===== src/hw/rtl/rf3_pkg.sv =====
`timescale 1ns / 1ps

package rf3_pkg;

	// Default build values
	localparam int DEF_MAX_ROW_LENGTH = 1024;
	localparam int DEF_SAMPLE_BITS    = 16;

	// Fixed field widths
	localparam int COEFF_BITS   = 16;
	localparam int LEN_BITS     = 11;
	localparam int QUEUE_DEPTH  = 4;

	// Rows per frame saturate here
	localparam int ROW_COUNT_LIMIT = 1024;
	localparam int ROW_IDX_BITS    = $clog2(ROW_COUNT_LIMIT);

	// Config port
	localparam int PADDR_BITS = 5;
	localparam int PDATA_BITS = 32;

	// Register indexes (paddr[4:2])
	localparam logic [2:0] REG_LEFT_COEFF   = 3'd0;
	localparam logic [2:0] REG_CENTER_COEFF = 3'd1;
	localparam logic [2:0] REG_RIGHT_COEFF  = 3'd2;
	localparam logic [2:0] REG_ROW_LENGTH   = 3'd3;
	localparam logic [2:0] REG_ROW_COUNT    = 3'd4;

	// Job kinds passed from front to back
	typedef enum logic [1:0] {
		JOB_SINGLE,   // row of one sample: center term only, ends row
		JOB_MID,      // one full three-tap result inside the row
		JOB_LAST      // full result, then the row's last result
	} job_kind_t;

	typedef struct packed {
		job_kind_t kind;
		logic      frame_end;
	} job_ctrl_t;

	typedef struct packed {
		logic row_end;
		logic frame_end;
	} res_flags_t;

	typedef struct packed {
		logic signed [COEFF_BITS-1:0] left;
		logic signed [COEFF_BITS-1:0] center;
		logic signed [COEFF_BITS-1:0] right;
	} coeffs_t;

	typedef struct packed {
		logic [LEN_BITS-1:0] row_length;
		logic [LEN_BITS-1:0] row_count;
	} geom_t;

endpackage


===== src/hw/rtl/rf3_front.sv =====
`timescale 1ns / 1ps

module rf3_front import rf3_pkg::*; #(
	parameter int MAX_ROW_LENGTH = DEF_MAX_ROW_LENGTH,
	parameter int SAMPLE_BITS    = DEF_SAMPLE_BITS,
	parameter int JOB_W          = $bits(job_ctrl_t) + 3 * SAMPLE_BITS
) (
	input  logic                   clk,
	input  logic                   arst_n,
	input  geom_t                  geom,
	input  logic [SAMPLE_BITS-1:0] sample,
	input  logic                   accept,
	output logic                   job_push,
	output logic [JOB_W-1:0]       job_data
);

	localparam int CLEN_W = $clog2(MAX_ROW_LENGTH + 1);
	localparam int CMP_W  = ((CLEN_W > LEN_BITS) ? CLEN_W : LEN_BITS) + 1;
	localparam int COL_W  = (MAX_ROW_LENGTH > 1) ? $clog2(MAX_ROW_LENGTH) : 1;
	localparam int RCMP_W = LEN_BITS + 1;

	logic [SAMPLE_BITS-1:0]  left_q, pend_q;
	logic [COL_W-1:0]        col_q;
	logic [ROW_IDX_BITS-1:0] row_q;

	logic [CMP_W-1:0]  len_ext, len_eff;
	logic [RCMP_W-1:0] cnt_ext, cnt_eff;
	logic              last, frame_last;
	job_ctrl_t         ctrl;

	// Clamp row length and row count to their legal ranges
	always_comb begin
		len_ext = CMP_W'(geom.row_length);
		if (len_ext == '0) begin
			len_eff = CMP_W'(1);
		end else if (len_ext > CMP_W'(MAX_ROW_LENGTH)) begin
			len_eff = CMP_W'(MAX_ROW_LENGTH);
		end else begin
			len_eff = len_ext;
		end
		cnt_ext = RCMP_W'(geom.row_count);
		if (cnt_ext == '0) begin
			cnt_eff = RCMP_W'(1);
		end else if (cnt_ext > RCMP_W'(ROW_COUNT_LIMIT)) begin
			cnt_eff = RCMP_W'(ROW_COUNT_LIMIT);
		end else begin
			cnt_eff = cnt_ext;
		end
	end

	assign last       = (CMP_W'(col_q) + CMP_W'(1)) >= len_eff;
	assign frame_last = (RCMP_W'(row_q) + RCMP_W'(1)) >= cnt_eff;

	// Classify the beat
	always_comb begin
		ctrl.frame_end = frame_last;
		if (col_q == '0) begin
			ctrl.kind = JOB_SINGLE;
		end else if (last) begin
			ctrl.kind = JOB_LAST;
		end else begin
			ctrl.kind = JOB_MID;
		end
	end

	// The first sample of a longer row only gets held
	assign job_push = accept && !((col_q == '0) && !last);
	assign job_data = {ctrl, left_q, pend_q, sample};

	// Advance row position and neighbor history
	always_ff @(posedge clk or negedge arst_n) begin
		if (!arst_n) begin
			left_q <= '0;
			pend_q <= '0;
			col_q  <= '0;
			row_q  <= '0;
		end else if (accept) begin
			if (last) begin
				left_q <= '0;
				pend_q <= '0;
				col_q  <= '0;
				row_q  <= frame_last ? '0 : row_q + ROW_IDX_BITS'(1);
			end else begin
				left_q <= (col_q == '0) ? '0 : pend_q;
				pend_q <= sample;
				col_q  <= col_q + COL_W'(1);
			end
		end
	end

endmodule


===== src/hw/rtl/rf3_fifo.sv =====
`timescale 1ns / 1ps

module rf3_fifo import rf3_pkg::*; #(
	parameter int WIDTH = 8,
	parameter int DEPTH = QUEUE_DEPTH
) (
	input  logic             clk,
	input  logic             arst_n,
	input  logic             push,
	input  logic [WIDTH-1:0] din,
	output logic             full,
	input  logic             pop,
	output logic [WIDTH-1:0] dout,
	output logic             empty
);

	localparam int AW = (DEPTH > 1) ? $clog2(DEPTH) : 1;

	logic [WIDTH-1:0] mem_q [DEPTH];
	logic [AW-1:0]    wr_q, rd_q;
	logic [AW:0]      cnt_q;
	logic             do_push, do_pop;

	assign full    = (cnt_q == (AW + 1)'(DEPTH));
	assign empty   = (cnt_q == '0);
	assign do_push = push && !full;
	assign do_pop  = pop && !empty;
	assign dout    = mem_q[rd_q];

	// Store entries
	always_ff @(posedge clk) begin
		if (do_push) begin
			mem_q[wr_q] <= din;
		end
	end

	// Advance pointers and fill count
	always_ff @(posedge clk or negedge arst_n) begin
		if (!arst_n) begin
			wr_q  <= '0;
			rd_q  <= '0;
			cnt_q <= '0;
		end else begin
			if (do_push) begin
				wr_q <= (wr_q == AW'(DEPTH - 1)) ? '0 : wr_q + AW'(1);
			end
			if (do_pop) begin
				rd_q <= (rd_q == AW'(DEPTH - 1)) ? '0 : rd_q + AW'(1);
			end
			cnt_q <= cnt_q + (AW + 1)'(do_push) - (AW + 1)'(do_pop);
		end
	end

endmodule


===== src/hw/rtl/rf3_back.sv =====
`timescale 1ns / 1ps

module rf3_back import rf3_pkg::*; #(
	parameter int SAMPLE_BITS = DEF_SAMPLE_BITS,
	parameter int JOB_W       = $bits(job_ctrl_t) + 3 * SAMPLE_BITS,
	parameter int FILT_W      = SAMPLE_BITS + COEFF_BITS + 1
) (
	input  logic              clk,
	input  logic              arst_n,
	input  coeffs_t           coeffs,
	input  logic [JOB_W-1:0]  job_data,
	input  logic              job_empty,
	output logic              job_pop,
	output logic [FILT_W-1:0] filtered,
	output logic              row_end,
	output logic              frame_end,
	output logic              empty,
	input  logic              pop
);

	localparam int PW = SAMPLE_BITS + COEFF_BITS;

	job_ctrl_t                     jctrl;
	logic signed [SAMPLE_BITS-1:0] j_l, j_p, j_s;
	logic signed [SAMPLE_BITS-1:0] t0, t1, t2;
	logic signed [PW-1:0]          m0, m1, m2;
	logic signed [PW-1:0]          m0_s1, m1_s1, m2_s1;
	logic signed [FILT_W-1:0]      sum;
	logic [FILT_W-1:0]             filt_s2;
	res_flags_t                    flg, flg_s1, flg_s2;
	logic                          phase_q, vld_s1, vld_s2, en, issue;

	assign {jctrl, j_l, j_p, j_s} = job_data;

	// Whole pipe moves when the output register frees up
	assign en      = !vld_s2 || pop;
	assign issue   = en && !job_empty;
	assign job_pop = issue && ((jctrl.kind != JOB_LAST) || phase_q);

	// Pick taps for this result
	always_comb begin
		unique case (jctrl.kind)
			JOB_SINGLE: begin
				t0  = '0;
				t1  = j_s;
				t2  = '0;
				flg = '{row_end: 1'b1, frame_end: jctrl.frame_end};
			end
			JOB_MID: begin
				t0  = j_l;
				t1  = j_p;
				t2  = j_s;
				flg = '{row_end: 1'b0, frame_end: 1'b0};
			end
			JOB_LAST: begin
				if (phase_q) begin
					t0  = j_p;
					t1  = j_s;
					t2  = '0;
					flg = '{row_end: 1'b1, frame_end: jctrl.frame_end};
				end else begin
					t0  = j_l;
					t1  = j_p;
					t2  = j_s;
					flg = '{row_end: 1'b0, frame_end: 1'b0};
				end
			end
			default: begin
				t0  = '0;
				t1  = '0;
				t2  = '0;
				flg = '{row_end: 1'b0, frame_end: 1'b0};
			end
		endcase
	end

	assign m0 = t0 * coeffs.left;
	assign m1 = t1 * coeffs.center;
	assign m2 = t2 * coeffs.right;
	assign sum = FILT_W'(m0_s1) + FILT_W'(m1_s1) + FILT_W'(m2_s1);

	// Stage payload: products, then the sum
	always_ff @(posedge clk) begin
		if (en) begin
			m0_s1   <= m0;
			m1_s1   <= m1;
			m2_s1   <= m2;
			flg_s1  <= flg;
			filt_s2 <= sum;
			flg_s2  <= flg_s1;
		end
	end

	// Track valid beats and the second half of a row-end job
	always_ff @(posedge clk or negedge arst_n) begin
		if (!arst_n) begin
			phase_q <= 1'b0;
			vld_s1  <= 1'b0;
			vld_s2  <= 1'b0;
		end else begin
			if (en) begin
				vld_s1 <= issue;
				vld_s2 <= vld_s1;
			end
			if (issue && (jctrl.kind == JOB_LAST)) begin
				phase_q <= !phase_q;
			end
		end
	end

	assign filtered  = filt_s2;
	assign row_end   = flg_s2.row_end;
	assign frame_end = flg_s2.frame_end;
	assign empty     = !vld_s2;

endmodule


===== src/hw/rtl/row_fir3_zero_edge.sv =====
`timescale 1ns / 1ps

// Channel   Handshake              Beat
// --------  ---------------------  ------------------------------------------
// input     push / full            sample
// result    pop / empty            filtered, row_end, frame_end
// config    psel penable pwrite    paddr, pwdata, prdata (pready tied high)
//
// One sample is taken per cycle while full is low; a result passes through the
// job queue, the product stage and then the sum/output register.
// The last sample of a row longer than one sample makes two results, so the
// back end issues that job twice; the four-entry job queue absorbs the slack.
// full follows the job queue; a stall on pop holds the whole back pipeline.
// Reset clears coefficients to 0/1/0 and row length and count to 1024.

module row_fir3_zero_edge import rf3_pkg::*; #(
	parameter int MAX_ROW_LENGTH = DEF_MAX_ROW_LENGTH,
	parameter int SAMPLE_BITS    = DEF_SAMPLE_BITS
) (
	input  logic                          clk,
	input  logic                          arst_n,
	input  logic                          psel,
	input  logic                          penable,
	input  logic                          pwrite,
	input  logic [PADDR_BITS-1:0]         paddr,
	input  logic [PDATA_BITS-1:0]         pwdata,
	output logic [PDATA_BITS-1:0]         prdata,
	output logic                          pready,
	input  logic [SAMPLE_BITS-1:0]        sample,
	input  logic                          push,
	output logic                          full,
	output logic [SAMPLE_BITS+COEFF_BITS:0] filtered,
	output logic                          row_end,
	output logic                          frame_end,
	output logic                          empty,
	input  logic                          pop
);

	localparam int JOB_W = $bits(job_ctrl_t) + 3 * SAMPLE_BITS;

	coeffs_t          coeffs_q;
	geom_t            geom_q;
	logic [2:0]       reg_idx;
	logic             wr_en, accept, job_push, job_full, job_pop, job_empty;
	logic [JOB_W-1:0] job_in, job_out;

	assign pready  = 1'b1;
	assign reg_idx = paddr[4:2];
	assign wr_en   = psel && penable && pwrite && pready;

	// Write config registers
	always_ff @(posedge clk or negedge arst_n) begin
		if (!arst_n) begin
			coeffs_q.left     <= '0;
			coeffs_q.center   <= COEFF_BITS'(1);
			coeffs_q.right    <= '0;
			geom_q.row_length <= LEN_BITS'(1024);
			geom_q.row_count  <= LEN_BITS'(1024);
		end else if (wr_en) begin
			unique case (reg_idx)
				REG_LEFT_COEFF:   coeffs_q.left     <= pwdata[COEFF_BITS-1:0];
				REG_CENTER_COEFF: coeffs_q.center   <= pwdata[COEFF_BITS-1:0];
				REG_RIGHT_COEFF:  coeffs_q.right    <= pwdata[COEFF_BITS-1:0];
				REG_ROW_LENGTH:   geom_q.row_length <= pwdata[LEN_BITS-1:0];
				REG_ROW_COUNT:    geom_q.row_count  <= pwdata[LEN_BITS-1:0];
				default: ;
			endcase
		end
	end

	// Read back
	always_comb begin
		unique case (reg_idx)
			REG_LEFT_COEFF:   prdata = PDATA_BITS'(coeffs_q.left);
			REG_CENTER_COEFF: prdata = PDATA_BITS'(coeffs_q.center);
			REG_RIGHT_COEFF:  prdata = PDATA_BITS'(coeffs_q.right);
			REG_ROW_LENGTH:   prdata = PDATA_BITS'(geom_q.row_length);
			REG_ROW_COUNT:    prdata = PDATA_BITS'(geom_q.row_count);
			default:          prdata = '0;
		endcase
	end

	assign full   = job_full;
	assign accept = push && !job_full;

	rf3_front #(
		.MAX_ROW_LENGTH (MAX_ROW_LENGTH),
		.SAMPLE_BITS    (SAMPLE_BITS),
		.JOB_W          (JOB_W)
	) u_front (
		.clk      (clk),
		.arst_n   (arst_n),
		.geom     (geom_q),
		.sample   (sample),
		.accept   (accept),
		.job_push (job_push),
		.job_data (job_in)
	);

	rf3_fifo #(
		.WIDTH (JOB_W),
		.DEPTH (QUEUE_DEPTH)
	) u_jobq (
		.clk    (clk),
		.arst_n (arst_n),
		.push   (job_push),
		.din    (job_in),
		.full   (job_full),
		.pop    (job_pop),
		.dout   (job_out),
		.empty  (job_empty)
	);

	rf3_back #(
		.SAMPLE_BITS (SAMPLE_BITS),
		.JOB_W       (JOB_W),
		.FILT_W      (SAMPLE_BITS + COEFF_BITS + 1)
	) u_back (
		.clk       (clk),
		.arst_n    (arst_n),
		.coeffs    (coeffs_q),
		.job_data  (job_out),
		.job_empty (job_empty),
		.job_pop   (job_pop),
		.filtered  (filtered),
		.row_end   (row_end),
		.frame_end (frame_end),
		.empty     (empty),
		.pop       (pop)
	);

endmodule


===== config.mk =====
export PLATFORM = sky130hd
export DESIGN_NAME = row_fir3_zero_edge
export DESIGN_NICKNAME = d
export VERILOG_FILES = /design/src/hw/rtl/rf3_pkg.sv /design/src/hw/rtl/rf3_front.sv /design/src/hw/rtl/rf3_fifo.sv /design/src/hw/rtl/rf3_back.sv /design/src/hw/rtl/row_fir3_zero_edge.sv
export SDC_FILE = /design/constraint.sdc
export NUM_CORES = 2
export LEC_CHECK = 0
export BUFFER_PORTS_ARGS = -buffer_cell sky130_fd_sc_hd__buf_2
export CAP_MARGIN = 20
export CORE_ASPECT_RATIO = 1.4
export CORE_MARGIN = 2
export CORE_UTILIZATION = 30
export DETAILED_ROUTE_END_ITERATION = 8
export PLACE_DENSITY = 0.48
export REMOVE_ABC_BUFFERS = 1
export SYNTH_ARGS = -nofsm -noshare
export SYNTH_HDL_FRONTEND = slang
export SYNTH_SLANG_ARGS = --single-unit

===== constraint.sdc =====
create_clock -name clk -period 12.44 [get_ports clk]
set_clock_uncertainty 0.2 [all_clocks]
set_input_delay 0.622 -clock clk [delete_from_list [all_inputs] [get_ports clk]]
set_output_delay 0.622 -clock clk [all_outputs]
set_load 0.03 [all_outputs]

==> results by group <==
STA
  • Worst hold slack: 48.4 ps
  • Endpoints failing hold: 0
  • Final Max Tran Viols: 0
  • Fin crit share: 81.6%
  • Setup Viol. Count Final: 0
  • Fmax: 98.5 MHz
  • Setup tns final: 0 ps
  • Least-Margin Pin Slew: 1100 ps
  • Worst setup margin: 2290 ps
  • RSZ-0062 raised after global routing: no
  • Fin crit period: 10150 ps
  • Slew margin rel.: 26.9%

Place
  • Inst Count DP: 6885
  • Place WS: 2310 ps
  • Port Buffers: 110
  • GPL Wtd Cong: 0.856
  • Detailed placement HPWL: 108000 um

Critical path
  • CP max stage delay: 960 ps
  • Slowest CP cell: dfrtp_4
  • WS Path Type: reg -> reg
  • Crit path arrival time: 10340 ps
  • Crit. End Element: flop
  • Worst setup SP type: flop
  • Critical-path maximum fanout: 53
  • CP Data Required Time: 12620 ps
  • Crit path top cell by count: inv_1

GRT
  • Tot GR Track Use: 16.7%
  • Vias in the first global route: 36300
  • Initial antenna violation count: 5
  • First-pass GRT wire length: 217000 um
  • Largest net degree at the start of global routing: 72
  • Grt total ovfl: 0

Synth
  • Count leader, synth: inv_1
  • Asr flop ratio synth: 28.1%
  • Synthesized area: 50500 um2
  • Post-synth cell types: 80
  • Dominant cell type by area after synthesis: fa_1
  • Post-synth top cells: inv_1, fa_1, nand2_1
  • Top cell type's share of synthesized area: 32.5%
  • Synth area leaders: fa_1, edfxtp_1, ha_1
  • Most used DFF post-synth: edfxtp_1
  • Yosys warns: 0
  • Sequential area share after synthesis: 26.6%
  • Number of synthesized flops with an enable pin: 337
  • Mapped Cells: 4687
  • FF+latch count, synth: 469
  • Syn_area_per_cell: 10.8 um2

Clocking
  • CTS tree: done
  • Clk sinks: 469
  • Worst skew pair latency: 700 ps
  • Clock slew at reported path FFs: 60 ps
  • CTS Buffer Depth: 3
  • H-tree depth: 2
  • Post-cts resize count: 0
  • Clk root buf: clkbuf_16
  • Cts bufs inserted: 52

Outcome
  • Run status: complete, no violations

Cells and area
  • Area growth, synth to finish: 9.64%
  • Finished Layout Cells: 7008
  • Layout cells sized above 1: 8.56%
  • Reg area: 13400 um2
  • # fillers: 17200
  • Fin nets: 5903
  • Area of the multi-input gates: 32900 um2

Floorplanning
  • IO Count: 130
  • Die Area: 172000 um2
  • Initial Utilization: 30.1%
  • DIE HEIGHT: 490 um
  • FP Rows: 178
  • Core area: 168000 um2
  • Horiz. Die Dim: 351 um

Hold path
  • Hold WC Path Type: in -> reg

Drt
  • TritonRoute pass-1 iters: 5
  • Routed WL: 137000 um
  • DRC: 0
  • ANT nets after route: 0
  • DR iter-0 viols: 1492
  • Drt wl/cell: 19.6 um
  • Via count: 32600
  • Via-to-Cell Ratio: 4.65

Run
  • Max_cap viols: 0
[metrics by stage]
step	util (%)	instance area [um2]
detailed placement	31.8	53400
global placement	31.8	53400
finish	33.0	55400
global route	33.0	55400
floorplan	-	49600
CTS	33.0	55400
[metal layers]
layer,routed length [um],global-route usage [%],vias up
met1,53600,19.3,17100
met3,4160,1.68,193
li1,-,-,14800
met2,72700,31.0,555
met5,0,0,-
met4,6970,7.37,0
[layout by cell type, fill, tap and decap left out, types with 11 or more instances in the layout]
cell and instances:
a21o_1 47, a21oi_1 115, a22o_1 24, a22oi_1 18, and2_1 394, and3_1 28, buf_2 109, buf_4 43
clkbuf_1 18, clkbuf_16 52, dfrtp_1 127, dlygate4sd3_1 19, edfxtp_1 337, fa_1 820, ha_1 313, inv_1 907
mux2_2 74, mux2i_1 27, mux4_2 51, nand2_1 488, nand2b_1 24, nand3_1 30, nor2_1 149, nor2_2 11
nor2b_1 20, nor3_1 21, o211ai_1 12, o21a_1 24, o21ai_0 92, o21ai_1 24, o21bai_1 12, o22ai_1 12
or3_1 11, xnor2_1 116, xor2_1 32
[state kept, by name (all words and copies together), names as in the netlist]
name,flops
u_back.flg_s1,2
u_front.col_q,10
u_back.m1_s1,32
u_back.phase_q,1
u_front.pend_q,16
u_back.m2_s1,32
u_jobq.mem_q,204
u_back.frame_end,1
u_front.left_q,16
coeffs_q,48
u_back.vld_s1,1
u_jobq.rd_q,2
u_jobq.cnt_q,3
geom_q,22
u_front.row_q,10
u_back.filtered,33
u_back.vld_s2,1
u_back.row_end,1
u_back.m0_s1,32
u_jobq.wr_q,2
[final timing paths]
kind                                  start          endpoint  slack [ps]  cells after the start
setup / recovery             u_jobq.rd_q[1]  u_back.m0_s1[28]        2290                     28
hold / removal                   pwdata[12]      coeffs_q[28]          50                      2
setup reg to reg             u_jobq.rd_q[1]  u_back.m0_s1[28]        2290                     28
hold reg to reg            u_back.flg_s1[0]  u_back.frame_end         240                      0
max in group asynchronous            arst_n        geom_q[14]       10280                      3
min in group asynchronous            arst_n   u_jobq.cnt_q[1]         340                      2
[repair_timing]
action / 4_1_cts / 5_1_grt
hold buffers: 19 / 0
hold endpoints to repair: 154 / 0
setup buffers: 0 / 0
[layout make-up]
type / instances / share of cell area [%]
repair buffers: 173 / 1.95
diodes: 4 / 0.0181
inverters: 909 / 6.16
clock inverters: 25 / 0.675
well taps: 2250 / 5.08
multi-input cells: 3105 / 59.3
flip-flops and latches: 469 / 24.2
clock buffers: 73 / 2.55
[worst max-delay path, delay by kind of cell, from the launching register on]
kind,cells,cell delay (ps)
buffers and inverters,7,580
adder cells (fa/ha/maj),8,4030
XOR/XNOR,1,80
AND/OR/NAND/NOR,6,2090
multiplexers,1,450
AO/OA/AOI/OAI,5,1390
flip-flops,1,960
[logic make-up after synthesis]
kind of cell	count (synthesis)	share of synthesized area [%]
AND/OR/NAND/NOR	1224	11.9
adder cells (fa/ha/maj)	1133	40.2
buffers and inverters	1113	8.51
flip-flops	469	26.6
AO/OA/AOI/OAI	447	5.74
multiplexers	152	4.46
XOR/XNOR	148	2.57
other	1	0.00742
Power is left out: the tool's default activity adds up to more than one toggle a clock period on the data nets, which glitch-free logic cannot reach.
